**config.mk**
```make
export PLATFORM = sky130hd
export DESIGN_NAME = m4i_ctrl
export DESIGN_NICKNAME = d
export VERILOG_FILES = /design/src/rtl/m4i_pkg.sv /design/src/rtl/m4i_ctrl.sv
export SDC_FILE = /design/constraint.sdc
export NUM_CORES = 1
export LEC_CHECK = 0
export BUFFER_PORTS_ARGS = -buffer_cell sky130_fd_sc_hd__clkbuf_2
export CELL_PAD_IN_SITES_DETAIL_PLACEMENT = 1
export CELL_PAD_IN_SITES_GLOBAL_PLACEMENT = 2
export CORE_ASPECT_RATIO = 1.1
export CORE_MARGIN = 8
export CORE_UTILIZATION = 29
export DETAILED_ROUTE_END_ITERATION = 16
export GPL_TIMING_DRIVEN = 1
export PLACE_DENSITY_LB_ADDON = 0.1
export SYNTH_ARGS = -nofsm -noshare
export SYNTH_HDL_FRONTEND = slang
export SYNTH_SLANG_ARGS = --single-unit
```
**constraint.sdc**
```tcl
create_clock -name i_clk -period 2.13 [get_ports i_clk]
set_clock_uncertainty 0.05 [all_clocks]
set_input_delay 0 -clock i_clk [delete_from_list [all_inputs] [get_ports i_clk]]
set_output_delay 0 -clock i_clk [all_outputs]
set_load 0.05 [all_outputs]
```
**src/rtl/m4i_pkg.sv**
```systemverilog
// Shared types, constants and helpers for the 4x4 matrix inverse block.
// No dependencies; every other file uses this package.
`default_nettype none
package m4i_pkg;

    localparam int DIM        = 4;
    localparam int CELLS      = DIM * DIM;
    localparam int IDX_W      = $clog2(CELLS);
    localparam int POS_W      = $clog2(DIM);
    localparam int DATA_W     = 32;
    localparam int COF_W      = 48;
    localparam int CSUM_W     = 50;
    localparam int DTERM_W    = 60;
    localparam int DET_W      = 62;
    localparam int OPND_W     = 64;
    localparam int PROD_W     = 2 * OPND_W;
    localparam int CHUNK_W    = 16;
    localparam int FRAC_BITS_DEF = 16;

    typedef enum logic [2:0] {
        OP_M1,
        OP_M2,
        OP_TERM,
        OP_DET,
        OP_INV
    } t_op;

    typedef enum logic [2:0] {
        ST_LOAD,
        ST_RD,
        ST_GO,
        ST_WAIT,
        ST_CWR,
        ST_DIV_GO,
        ST_DIV_WAIT,
        ST_OUT
    } t_state;

    typedef struct packed {
        logic             mat_we;
        logic [IDX_W-1:0] mat_wa;
        logic             rd_en;
        logic [IDX_W-1:0] mat_ra;
        logic [IDX_W-1:0] mat_rb;
        logic [IDX_W-1:0] cof_ra;
        t_op              op;
        logic             mul_start;
        logic             term_neg;
        logic             cof_we;
        logic [IDX_W-1:0] cof_wa;
        logic             cof_neg;
        logic             clr_run;
        logic             div_start;
        logic             out_valid;
        logic [POS_W-1:0] out_row;
        logic [POS_W-1:0] out_col;
        logic             out_last;
    } t_cmd;

    typedef struct packed {
        logic mul_done;
        logic div_done;
        logic singular;
    } t_stat;

    // n-th index of 0..3 that skips index ex (n in 0..2)
    function automatic logic [POS_W-1:0] skip_idx(input logic [POS_W-1:0] ex,
                                                  input logic [POS_W-1:0] n);
        return (n >= ex) ? n + POS_W'(1) : n;
    endfunction

    // True when v fits a signed field of the given width
    function automatic logic fits_s(input logic signed [PROD_W-1:0] v,
                                    input int unsigned bits);
        logic signed [PROD_W-1:0] lim;
        lim = PROD_W'(1) << (bits - 1);
        return (v < lim) && (v >= -lim);
    endfunction

    // Clip v to a signed field of the given width
    function automatic logic signed [PROD_W-1:0] clip_s(input logic signed [PROD_W-1:0] v,
                                                        input int unsigned bits);
        logic signed [PROD_W-1:0] lim;
        lim = PROD_W'(1) << (bits - 1);
        if (v >= lim) begin
            return lim - PROD_W'(1);
        end else if (v < -lim) begin
            return -lim;
        end
        return v;
    endfunction

endpackage
`default_nettype wire

```
**src/rtl/m4i_ctrl.sv**
```systemverilog
// Controller: load counter and the cofactor, determinant, divide and output sequence.
// Depends on m4i_pkg.
`default_nettype none
module m4i_ctrl (
    input  wire logic            i_clk,
    input  wire logic            i_rst_n,
    input  wire logic            start,
    output logic                 busy,
    input  wire m4i_pkg::t_stat  i_stat,
    output m4i_pkg::t_cmd        o_cmd
);
    import m4i_pkg::*;

    t_state           r_state, n_state;
    t_op              r_op, n_op;
    logic [IDX_W-1:0] r_cnt, n_cnt;
    logic [IDX_W-1:0] r_q, n_q;
    logic [POS_W-1:0] r_k, n_k;

    logic [POS_W-1:0] w_r, w_c;
    logic [POS_W-1:0] w_sr0, w_sr1, w_sr2;
    logic [POS_W-1:0] w_sck, w_sca, w_scb;

    // Submatrix rows and the columns of the current term
    always_comb begin
        w_r   = r_q[IDX_W-1 -: POS_W];
        w_c   = r_q[POS_W-1:0];
        w_sr0 = skip_idx(w_r, POS_W'(0));
        w_sr1 = skip_idx(w_r, POS_W'(1));
        w_sr2 = skip_idx(w_r, POS_W'(2));
        w_sck = skip_idx(w_c, r_k);
        w_sca = skip_idx(w_c, (r_k == POS_W'(0)) ? POS_W'(1) : POS_W'(0));
        w_scb = skip_idx(w_c, (r_k == POS_W'(2)) ? POS_W'(1) : POS_W'(2));
    end

    // State and counters
    always_ff @(posedge i_clk) begin
        if (!i_rst_n) begin
            r_state <= ST_LOAD;
            r_op    <= OP_M1;
            r_cnt   <= '0;
            r_q     <= '0;
            r_k     <= '0;
        end else begin
            r_state <= n_state;
            r_op    <= n_op;
            r_cnt   <= n_cnt;
            r_q     <= n_q;
            r_k     <= n_k;
        end
    end

    // Next state and commands
    always_comb begin
        n_state = r_state;
        n_op    = r_op;
        n_cnt   = r_cnt;
        n_q     = r_q;
        n_k     = r_k;

        o_cmd           = '0;
        o_cmd.op        = r_op;
        o_cmd.mat_wa    = r_cnt;
        o_cmd.cof_ra    = r_q;
        o_cmd.cof_wa    = r_q;
        o_cmd.term_neg  = r_k[0];
        o_cmd.cof_neg   = w_r[0] ^ w_c[0];
        o_cmd.out_row   = w_r;
        o_cmd.out_col   = w_c;
        o_cmd.out_last  = (r_q == IDX_W'(CELLS - 1));
        busy            = (r_state != ST_LOAD);

        case (r_op)
            OP_M1: begin
                o_cmd.mat_ra = {w_sr1, w_sca};
                o_cmd.mat_rb = {w_sr2, w_scb};
            end
            OP_M2: begin
                o_cmd.mat_ra = {w_sr1, w_scb};
                o_cmd.mat_rb = {w_sr2, w_sca};
            end
            OP_TERM: o_cmd.mat_ra = {w_sr0, w_sck};
            OP_DET:  o_cmd.mat_ra = r_q;
            OP_INV:  o_cmd.cof_ra = {w_c, w_r};
            default: ;
        endcase

        unique case (r_state)
            ST_LOAD: begin
                if (start) begin
                    o_cmd.mat_we = 1'b1;
                    n_cnt = r_cnt + IDX_W'(1);
                    if (r_cnt == IDX_W'(CELLS - 1)) begin
                        o_cmd.clr_run = 1'b1;
                        n_q     = '0;
                        n_k     = '0;
                        n_op    = OP_M1;
                        n_state = ST_RD;
                    end
                end
            end
            ST_RD: begin
                o_cmd.rd_en = 1'b1;
                n_state = ST_GO;
            end
            ST_GO: begin
                o_cmd.mul_start = 1'b1;
                n_state = ST_WAIT;
            end
            ST_WAIT: begin
                if (i_stat.mul_done) begin
                    n_state = ST_RD;
                    case (r_op)
                        OP_M1: n_op = OP_M2;
                        OP_M2: n_op = OP_TERM;
                        OP_TERM: begin
                            if (r_k == POS_W'(2)) begin
                                n_state = ST_CWR;
                            end else begin
                                n_k  = r_k + POS_W'(1);
                                n_op = OP_M1;
                            end
                        end
                        OP_DET: begin
                            if (r_q == IDX_W'(DIM - 1)) begin
                                n_q     = '0;
                                n_state = ST_DIV_GO;
                            end else begin
                                n_q = r_q + IDX_W'(1);
                            end
                        end
                        default: n_state = ST_OUT;
                    endcase
                end
            end
            ST_CWR: begin
                o_cmd.cof_we = 1'b1;
                n_state = ST_RD;
                n_k     = '0;
                if (r_q == IDX_W'(CELLS - 1)) begin
                    n_q  = '0;
                    n_op = OP_DET;
                end else begin
                    n_q  = r_q + IDX_W'(1);
                    n_op = OP_M1;
                end
            end
            ST_DIV_GO: begin
                n_op = OP_INV;
                if (i_stat.singular) begin
                    n_state = ST_OUT;
                end else begin
                    o_cmd.div_start = 1'b1;
                    n_state = ST_DIV_WAIT;
                end
            end
            ST_DIV_WAIT: begin
                if (i_stat.div_done) begin
                    n_state = ST_RD;
                end
            end
            ST_OUT: begin
                o_cmd.out_valid = 1'b1;
                if (r_q == IDX_W'(CELLS - 1)) begin
                    n_q     = '0;
                    n_state = ST_LOAD;
                end else begin
                    n_q     = r_q + IDX_W'(1);
                    n_state = i_stat.singular ? ST_OUT : ST_RD;
                end
            end
            default: n_state = ST_LOAD;
        endcase
    end

endmodule
`default_nettype wire

```
=== Yosys cells after proc, flatten, opt, wreduce, memory -nomap -nowiden ===
Index checks and enable logic that the tools add are counted.

* Output and inout port bits: 38
* Logic and storage cells: 108
* Register bits: 16

* Bitwise logic cells: 1
* Add/sub/neg operators: 5
* Order comparisons: 6
* Reductions and logical operators: 14
* Equal/unequal tests: 24
* Mux-type cells: 53

{| class="wikitable"
|+ Operators by type and width
! kind !! number
|-
| 3-bit 2-to-1 mux || 12
|-
| 4-bit 2-to-1 mux || 7
|-
| 3-bit case mux with 8 select lines || 1
|-
| 2-bit 2-to-1 mux || 11
|-
| 3-bit case mux with 3 select lines || 2
|-
| 4-bit case mux with 4 select lines || 1
|-
| 3-bit == test, second input constant || 5
|-
| 1-bit 2-to-1 mux || 15
|-
| 3-bit by 2-bit == test with 1-bit output, second input constant || 4
|-
| 2-bit != test, second input constant || 6
|-
| 3-bit case mux with 4 select lines || 1
|-
| 4-bit case mux with 3 select lines || 1
|-
| 6-bit AND reduction || 2
|-
| 3-bit nonzero test || 3
|-
| 4-bit by 1-bit adder with 4-bit output, second input constant || 2
|-
| 4-bit == test, second input constant || 2
|-
| 4-bit case mux with 2 select lines || 1
|-
| 3-bit by 1-bit == test with 1-bit output, second input constant || 2
|-
| 3-bit logical NOT || 2
|-
| 2-bit case mux with 3 select lines || 1
|-
| 5-bit AND reduction || 1
|-
| 2-bit by 1-bit adder with 2-bit output, second input constant || 2
|-
| 4-bit by 2-bit == test with 1-bit output, second input constant || 1
|-
| 1-bit by 2-bit greater-or-equal comparator with 1-bit output, first input constant || 2
|-
| 14 further kinds || 16
|}

=== Logic depth before layout (Yosys ltp) ===
Gate-level depths: netlist (run 1).

* Depth after elaboration: 5
* Mapped depth: 10
* Gate-level depth less buffers: 10

=== Worst setup path before layout (run 1) ===
OpenSTA, ideal clock, no wires.

* Path type: register to output
* From: reg r_q[0]
* To: out o_cmd[27] in the netlist's numbering
* Arrival time: 3.077 ns
* Setup slack: -0.997 ns
* Data required time: 2.080 ns
* Stages on the path, launching flop included: 8
* Cells stage by stage: dfxtp_1 -> ha_1 -> nand2b_1 -> a21oi_1 -> ha_1 -> nor2_1 -> a21oi_1 -> a221oi_1

{| class="wikitable"
|+ RTL lines
! what !! RTL line !! text
|-
| start: declaration || m4i_ctrl.sv:17 || <nowiki>logic [IDX_W-1:0] r_q, n_q;</nowiki>
|-
| start signal: assignment || m4i_ctrl.sv:48 || <nowiki>r_q <= n_q;</nowiki>
|-
| end: declaration || m4i_ctrl.sv:10 || <nowiki>output m4i_pkg::t_cmd o_cmd</nowiki>
|}

==> flow_metrics.py, run 1 <==
metrics = {
    "die": {
        "die_area_mm2": 0.00796,
        "start_util": 0.294,
        "num_rows": 28,
        "io_pins": 44,
        "core_area_mm2": 0.00529,
        "die_h_um": 92.8,
        "die_w_um": 85.8,
    },
    "yosys": {
        "syn-num-nets": 214,
        "synth-compound-area-share": 0.242,
        "yosysUniqueCellTypes": 53,
        "avgSynthCellArea_um2": 7.89,
        "ys.flop_type": "dfxtp_1",
        "synth-edff-count": 0,
        "synth-simple-area-share": 0.258,
        "synth_cells": 197,
        "ys_seq_area_frac": 0.206,
        "netlist_top_cells_area": "dfxtp_1 21%, ha_1 8.8%, a21oi_1 5.1%, nand2_1 3.6%, buf_4 3.4%",
        "syn-cell-area_mm2": 0.00156,
        "synth-warning-count": 0,
        "synth_mux_area_frac": 0.0483,
        "async_flop_share": 0,
        "yosys.area_share.adder": 0.0885,
        "synth_top_area_share": 0.206,
        "synth_top_family_by_area": "simple AND/OR/NAND/NOR gates",
        "synth_largest_area_cell": "dfxtp_1",
        "ys_ff_latch": 16,
        "synthXorXnorAreaFrac": 0.0442,
    },
    "worst_setup_path": {
        "critPathTopFamily": "adder cells",
        "end_kind": "output port",
        "crit_slowest_cell": "a221oi_4",
        "worstPathRequired_ns": 2.08,
        "r2r-start": "r_q[0]",
        "path_common_cell": "ha_4",
        "reg2reg_slack_ns": 0.22,
        "max_stage_delay_ns": 0.34,
        "rr_endpoint": "r_q[3]",
        "path_cells": "inv_2, ha_4, inv_4, ha_4, nand2b_4, a21oi_4, ha_4, nor2_4, a21oi_2, a221oi_4, buf_12",
        "worstPathArrival_ns": 2.24,
        "worst-path-stages": 11,
        "critPathMaxFanout": 2,
        "critPathBufInv": 3,
        "cp-start-kind": "flip-flop",
        "path_class": "flip-flop to output port",
        "r2r_cells": 6,
    },
    "timing": {
        "final_hold_viol_count": 0,
        "period_minus_slack_ns": 2.29,
        "relSlewSlack": 0.575,
        "rsz0062_at_grt": "yes",
        "period_share": 1.07,
        "worst_slew_pin_slew_ns": 0.637,
        "fmax_mhz": 437,
        "final.setup.worst_slack_ns": -0.157,
        "whs_ns": 0.0978,
        "setup_viol": 2,
        "slew_violations": 0,
    },
    "power_and_ir_drop": {
        "power.leakage_nw": 0.916,
        "power_frac_comb": 0.602,
        "power.total_mw": 1.84,
        "ir_worst_vdd_v": 0.000460,
        "p_per_area_mw_per_mm2": 857,
        "swShare": 0.521,
        "switchingPower_mw": 0.957,
        "seqPwrFrac": 0.243,
        "clkPwrFrac": 0.155,
        "internal_power_mw": 0.880,
    },
    "grt": {
        "grt_pass1_wl_um": 8550,
        "grt_pass1_vias": 1697,
        "antenna_found_initial": 0,
        "grt_use_total": 0.132,
        "grt_overflow": 0,
        "grt_start_max_net_pins": 19,
    },
    "clocking": {
        "postCtsHoldBufs": 0,
        "numCtsBuffers": 3,
        "clkTransAtPathRegs_ns": 0.07,
        "cts_tree": "done",
        "h-tree-depth": 1,
        "cts.sinks": 16,
        "clockBufferDepth": 2,
        "clock_latency_ns": 0.26,
        "cts_root_buffer": "clkbuf_8",
    },
    "route": {
        "drc": 0,
        "ant_nets": 0,
        "wire_per_inst_um": 16.6,
        "first_iter_violations": 46,
        "num_vias": 1581,
        "wl_um": 5210,
        "first_pass_iters": 4,
        "viasPerCell": 5.04,
    },
    "status": {
        "violations": "setup timing",
        "outcome": "finished, violations left",
    },
    "final_layout": {
        "drive_gt1_frac": 0.452,
        "multiInputGateArea_mm2": 0.00123,
        "num-nets-final": 257,
        "fill_cells": 661,
        "register_area_um2": 325,
        "diodes": 0,
        "syn2layout_area_growth_pct": 37.7,
        "post-route-util": 0.405,
    },
    "place": {
        "preCtsSetupSlack_ns": -0.0593,
        "io_buffers": 43,
        "gp_congestion": 0.765,
        "dpl.hpwl_um": 4030,
    },
    "min_path": {
        "min-delay-start": "i_stat[1]",
        "hold_class": "input port to flip-flop",
        "holdPathEnd": "r_state[2]",
        "holdPathStages": 4,
    },
    "flow_run": {
        "drv_cap": 0,
    },
}
[layout make-up]
| cell class | instances | area share |
|---|---|---|
| repair buffers | 58 | 0.181 |
| clock buffers | 4 | 0.0257 |
| inverters | 12 | 0.0222 |
| flip-flops and latches | 16 | 0.152 |
| well taps | 75 | 0.0438 |
| multi-input cells | 149 | 0.575 |
[routing by layer]
layer	vias to the layer above	GRT usage	wire length [µm]
li1	778	-	-
met5	-	0	0
met2	37	0.235	2720
met4	0	0.0365	32
met3	4	0.0292	207
met1	762	0.154	2250
[synthesized netlist by cell type (6+ instances only)]
cell type	count
a21oi_1	16
dfxtp_1	16
nand2_1	15
nor2_1	14
ha_1	11
inv_1	11
o21ai_0	10
buf_4	7
clkbuf_1	7
and2_1	6
nor3_1	6
[worst reg2reg max path: cells and delay by family (launching register included)]
kind                     cells  cell delay [ns]
buffers and inverters        1             0.18
AO/OA/AOI/OAI                2             0.64
flip-flops                   1             0.35
AND/OR/NAND/NOR              2             0.34
adder cells (fa/ha/maj)      1             0.26
[worst max path at each step]
| stage | startpoint | to | slack [ns] |
|---|---|---|---|
| 2_1_floorplan | r_k[0] | o_cmd[27] | -0.17 |
| 3_3_place_gp | r_k[0] | o_cmd[27] | 0.03 |
| 3_5_place_dp | r_k[0] | o_cmd[27] | -0.06 |
| 4_1_cts | r_k[0] | o_cmd[27] | -0.18 |
| 5_1_grt | r_k[0] | o_cmd[27] | -0.25 |
| 6_report | r_k[0] | o_cmd[27] | -0.16 |
[cells in the final DEF, fill, tap and decap left out, types with 4 or more instances in the layout]
cell type and count:
xnor2_1 4, nor2_1 12, o21ai_0 9, and2_1 6, a21oi_2 6, dfxtp_1 12
clkbuf_8 5, nand2_1 15, dfxtp_2 4, inv_1 8, a21oi_1 9, nor2b_1 4
nand3_1 5, clkbuf_2 39, ha_1 5, ha_4 5, buf_4 12, nand2b_1 4
[power groups by stage]
stage	sequential [mW]	clock, mW	combinational, mW
final	0.446	0.285	1.11
after global routing	0.459	0.320	1.18
after CTS	0.446	0.300	1.10
after detailed placement	0.451	0	1.08
after global placement	0.448	0	1.06
after floorplan	0.458	0	0.837
[cell families after synthesis]
group / Yosys count
XOR/XNOR: 7
adder cells (fa/ha/maj): 11
AND/OR/NAND/NOR: 72
AO/OA/AOI/OAI: 52
flip-flops: 16
buffers and inverters: 32
multiplexers: 7
[flip-flops by register name, indices dropped and copies added, names as in the netlist]
| signal | count |
|---|---|
| r_op | 3 |
| r_cnt | 4 |
| r_q | 4 |
| r_state | 3 |
| r_k | 2 |
[what timing repair did]
| item | CTS | global route |
|---|---|---|
| buffers inserted | 1 | 1 |
| endpoints found under the setup margin | 4 | 7 |
| gates resized for setup | 21 | 15 |
| pin swaps | 8 | 8 |
| gates cloned | 0 | 0 |
[metrics by stage]
stage	setup TNS [ns]	area (µm²)	cells
2_1_floorplan	-0.212	1610	197
3_3_place_gp	0	1910	308
3_5_place_dp	-0.0593	1910	308
4_1_cts	-0.325	2070	313
5_1_grt	-0.933	2140	314
6_report	-0.254	2140	314
Power figures use the tool's default switching activity.
==> inputs of run 2 (changes only) <==
Settings changed: CTS_BUF_LIST from default to sky130_fd_sc_hd__clkbuf_16, PLACE_DENSITY from default to 0.85, PLACE_DENSITY_LB_ADDON 0.1 to default.
Clock period 2.13 ns to 2.6 ns, I/O delays scaled along.
==> flow_metrics.py, run 2 (same netlist as run 1, synthesis figures left out) <==
metrics = {
    "status": {
        "outcome": "complete, no violations",
    },
    "clocking": {
        "clockBufferDepth": 2,
        "cts_tree": "done",
        "clkTransAtPathRegs_ns": 0.05,
        "cts.sinks": 16,
        "cts_root_buffer": "clkbuf_16",
        "post_cts_buffers": 0,
        "h-tree-depth": 1,
        "clock_latency_ns": 0.25,
        "numCtsBuffers": 3,
    },
    "die": {
        "core_area_mm2": 0.00529,
        "die_w_um": 85.8,
        "die_area_mm2": 0.00796,
        "io_pins": 44,
        "start_util": 0.294,
        "num_rows": 28,
        "die_h_um": 92.8,
    },
    "worst_setup_path": {
        "critPathTopFamily": "adder cells",
        "r2r-start": "r_op[1]",
        "cp-start-kind": "flip-flop",
        "r2r_cells": 5,
        "critPathMaxFanout": 4,
        "rr_endpoint": "r_op[2]",
        "crit_slowest_cell": "dfxtp_1",
        "reg2reg_slack_ns": 0.65,
        "max_stage_delay_ns": 0.31,
        "end_kind": "output port",
        "critPathBufInv": 3,
        "path_class": "flip-flop to output port",
        "path_cells": "inv_2, ha_4, inv_1, ha_1, nand2b_1, a21oi_1, ha_1, nor2_1, a21oi_1, a221oi_2, clkbuf_8",
        "worstPathArrival_ns": 2.37,
        "worstPathRequired_ns": 2.55,
    },
    "grt": {
        "grt_pass1_wl_um": 7580,
        "grt_use_total": 0.117,
        "grt_start_max_net_pins": 20,
        "grt_overflow": 0,
        "antenna_found_initial": 0,
        "grt_pass1_vias": 1561,
    },
    "timing": {
        "relSlewSlack": 0.547,
        "worst_slew_pin_slew_ns": 0.678,
        "fmax_mhz": 414,
        "whs_ns": 0.116,
        "final_hold_viol_count": 0,
        "rsz0062_at_grt": "no",
        "slew_violations": 0,
        "setup_viol": 0,
        "period_minus_slack_ns": 2.42,
        "period_share": 0.929,
    },
    "final_layout": {
        "num-nets-final": 247,
        "diodes": 0,
        "fill_cells": 669,
        "fin_area_mm2": 0.00189,
        "post-route-util": 0.357,
        "layout_common_cells": "42 x clkbuf_2, 16 x a21oi_1, 15 x nand2_1, 15 x dfxtp_1, 14 x nor2_1",
        "mostFrequentLayoutCell": "clkbuf_2",
        "drive_gt1_frac": 0.323,
        "syn2layout_area_growth_pct": 21.5,
        "layout.cells.non_filler": 304,
        "reg_top3": "r_cnt (4), r_q (4)",
    },
    "place": {
        "dp_cells": 300,
        "dpl.hpwl_um": 3540,
        "gp_congestion": 0.780,
        "io_buffers": 43,
        "placedInstanceArea_mm2": 0.00179,
    },
    "route": {
        "wl_um": 4500,
        "wire_per_inst_um": 14.8,
        "drc": 0,
        "first_iter_violations": 49,
        "viasPerCell": 4.98,
        "first_pass_iters": 4,
        "ant_nets": 0,
        "num_vias": 1514,
    },
    "min_path": {
        "hold_class": "input port to flip-flop",
        "holdPathStages": 4,
        "min-delay-start": "i_stat[1]",
        "holdPathEnd": "r_state[2]",
    },
    "power_and_ir_drop": {
        "ir_worst_vdd_v": 0.000461,
        "power.total_mw": 1.48,
        "p_per_area_mw_per_mm2": 782,
        "power.leakage_nw": 0.826,
    },
    "flow_run": {
        "drv_cap": 0,
    },
}
-- run 2: cell count changes in the layout (fill, tap and decap cells not counted), sizes merged --
| cell | delta |
|---|---|
| clkbuf | +2 |
| clkinv | +1 |
| buf | -13 |
-- run 2: where the power goes --
| group | internal (mW) | total, mW | switching, mW |
|---|---|---|---|
| clock | 0.204 | 0.303 | 0.0991 |
| sequential | 0.278 | 0.379 | 0.100 |
| combinational | 0.247 | 0.796 | 0.549 |
| total | 0.730 | 1.48 | 0.748 |
-- run 2: how the worst max path moves through the flow --
stage                       from         to  slack [ns]  cells past startpoint
after floorplan           r_q[0]  o_cmd[27]       -0.06                      7
after global placement    r_k[0]  o_cmd[27]        0.30                     11
after detailed placement  r_k[0]  o_cmd[27]        0.21                     11
after CTS                 r_k[0]  o_cmd[27]       0.003                     11
after global routing      r_k[0]  o_cmd[27]        0.02                     11
final                     r_k[0]  o_cmd[27]        0.18                     11
-- run 2: timing repair --
action / in CTS / in global routing
setup endpoints to repair: 1 / 2
gates cloned: 0 / 0
hold buffers: 0 / 0
resized for setup: 2 / 4
pin swaps: 0 / 1
-- run 2: metrics by stage --
step	TNS, ns	worst slack (ns)
CTS	0	0.00270
global route	0	0.0166
global placement	0	0.303
detailed placement	0	0.206
floorplan	-0.0623	-0.0623
finish	0	0.184
-- run 2: layer usage --
layer / vias to the layer above / GRT usage / wire [µm]
li1: 760 / - / -
met1: 722 / 0.134 / 2060
met2: 30 / 0.205 / 2180
met3: 2 / 0.0381 / 238
met4: 0 / 0.0219 / 18
met5: - / 0 / 0
-- run 2: cell type report --
| class | count | area [µm²] | share of cell area |
|---|---|---|---|
| clock buffer | 3 | 75.1 | 0.0397 |
| sequential | 16 | 322 | 0.170 |
| inverter | 12 | 45.0 | 0.0238 |
| multi-input combinational | 149 | 1090 | 0.576 |
| timing repair buffer | 48 | 262 | 0.138 |
| tap | 75 | 93.8 | 0.0497 |
| clock inverter | 1 | 3.75 | 0.00199 |
-- run 2: worst reg2reg max path: stages (launching register included) --
cell     delay (ns)
dfxtp_1        0.75
nor3b_2        0.36
nand2_1        0.14
a22o_4         0.29
o22a_1         0.19
nor2b_1        0.10
==> inputs of run 3 (changes only) <==
Clock period 2.6 ns to 2.7 ns, I/O delays scaled along.
==> flow_metrics.py, run 3 (same netlist as run 1, synthesis figures left out) <==
metrics = {
    "die": {
        "die_w_um": 85.8,
        "num_rows": 28,
        "die_area_mm2": 0.00796,
        "die_h_um": 92.8,
        "start_util": 0.294,
        "io_pins": 44,
        "core_area_mm2": 0.00529,
    },
    "worst_setup_path": {
        "r2r-start": "r_q[0]",
        "path_class": "flip-flop to output port",
        "rr_endpoint": "r_state[1]",
        "end_kind": "output port",
        "crit_path_start": "r_k[0]",
        "worstPathArrival_ns": 2.56,
        "reg2reg_slack_ns": 0.77,
        "cp-start-kind": "flip-flop",
        "worstPathRequired_ns": 2.65,
        "critPathMaxFanout": 4,
        "r2r_cells": 7,
    },
    "clocking": {
        "clkTransAtPathRegs_ns": 0.05,
        "cts.sinks": 16,
        "h-tree-depth": 1,
        "cts_resized": 0,
        "cts_tree": "done",
        "postCtsHoldBufs": 0,
        "post_cts_buffers": 0,
        "clockBufferDepth": 2,
        "clock_latency_ns": 0.25,
        "cts_root_buffer": "clkbuf_16",
        "numCtsBuffers": 3,
    },
    "timing": {
        "fmax_mhz": 384,
        "slew_violations": 0,
        "period_share": 0.965,
        "worst_slew_pin_slew_ns": 0.767,
        "period_minus_slack_ns": 2.61,
        "relSlewSlack": 0.488,
        "setup_viol": 0,
        "whs_ns": 0.112,
        "final_hold_viol_count": 0,
    },
    "place": {
        "dp_cells": 298,
        "placedInstanceArea_mm2": 0.00177,
        "gp_congestion": 0.793,
        "io_buffers": 43,
        "dpl.hpwl_um": 3390,
    },
    "final_layout": {
        "syn2layout_area_growth_pct": 19.4,
        "diodes": 0,
        "post-route-util": 0.351,
        "fill_cells": 662,
        "layout_common_cells": "42 x clkbuf_2, 16 x a21oi_1, 15 x nand2_1, 15 x dfxtp_1, 14 x nor2_1",
        "reg_top3": "r_cnt (4), r_q (4)",
        "fin_area_mm2": 0.00186,
        "drive_gt1_frac": 0.308,
        "layout.cells.non_filler": 302,
        "mostFrequentLayoutCell": "clkbuf_2",
        "num-nets-final": 245,
    },
    "min_path": {
        "min-delay-start": "i_stat[1]",
        "hold_class": "input port to flip-flop",
        "holdPathEnd": "r_state[2]",
        "holdPathStages": 4,
    },
    "power_and_ir_drop": {
        "power.leakage_nw": 0.811,
        "swShare": 0.507,
        "power.total_mw": 1.42,
        "internal_power_mw": 0.698,
        "switchingPower_mw": 0.719,
        "ir_worst_vdd_v": 0.000438,
        "power_frac_comb": 0.530,
        "seqPwrFrac": 0.262,
        "p_per_area_mw_per_mm2": 763,
        "clkPwrFrac": 0.207,
    },
    "route": {
        "ant_nets": 0,
        "first_pass_iters": 4,
        "drc": 0,
        "num_vias": 1507,
        "viasPerCell": 4.99,
        "first_iter_violations": 59,
        "wl_um": 4460,
        "wire_per_inst_um": 14.8,
    },
    "grt": {
        "antenna_found_initial": 0,
        "grt_overflow": 0,
        "grt_pass1_vias": 1626,
        "grt_use_total": 0.115,
        "grt_pass1_wl_um": 7640,
        "grt_start_max_net_pins": 21,
    },
    "status": {
        "outcome": "complete, no violations",
    },
    "flow_run": {
        "drv_cap": 0,
    },
}
[run 3: power by group through the flow]
stage          Sequential [mW]  Combinational, mW  Clock, mW
2_1_floorplan            0.361              0.644          0
3_3_place_gp             0.377              0.749          0
3_5_place_dp             0.376              0.754          0
4_1_cts                  0.372              0.757      0.301
5_1_grt                  0.379              0.817      0.313
6_report                 0.371              0.751      0.294
[run 3: area by class of cell]
class / instances / area (µm²) / share of cell area
Clock buffer: 3 / 75.1 / 0.0404
Inverter: 12 / 45.0 / 0.0243
Clock inverter: 1 / 3.75 / 0.00202
Tap cell: 75 / 93.8 / 0.0505
Multi-Input combinational cell: 149 / 1070 / 0.578
Sequential cell: 16 / 322 / 0.173
Timing Repair Buffer: 46 / 244 / 0.131
[run 3: routing by layer]
metal	global-route usage	wire length, µm	up-vias	share of wire
li1	-	-	755	-
met1	0.129	2000	724	0.45
met2	0.211	2270	26	0.51
met3	0.0345	182	2	0.041
met4	0.0161	10	0	0.0022
met5	0	0	-	0
[run 3: stage by stage]
step	TNS [ns]	setup slack, ns
finish	0	0.0947
global route	-0.0292	-0.0292
CTS	0	0.00842
detailed placement	0	0.278
global placement	0	0.341
floorplan	0	0.0377
[run 3: critical path, stage by stage (launching register included)]
cell      delay (ns)
dfxtp_2         0.33
inv_1           0.12
ha_2            0.24
inv_1           0.08
ha_1            0.26
nand2b_1        0.14
a21oi_1         0.20
ha_1            0.28
nor2_1          0.09
a21oi_1         0.06
a221oi_2        0.30
buf_6           0.20
[run 3: worst max-delay path by stage]
stage,endpoint,depth (start not counted)
final,o_cmd[27],11
after global routing,o_cmd[27],11
after CTS,o_cmd[27],11
after detailed placement,o_cmd[27],11
after global placement,o_cmd[27],11
after floorplan,o_cmd[27],7
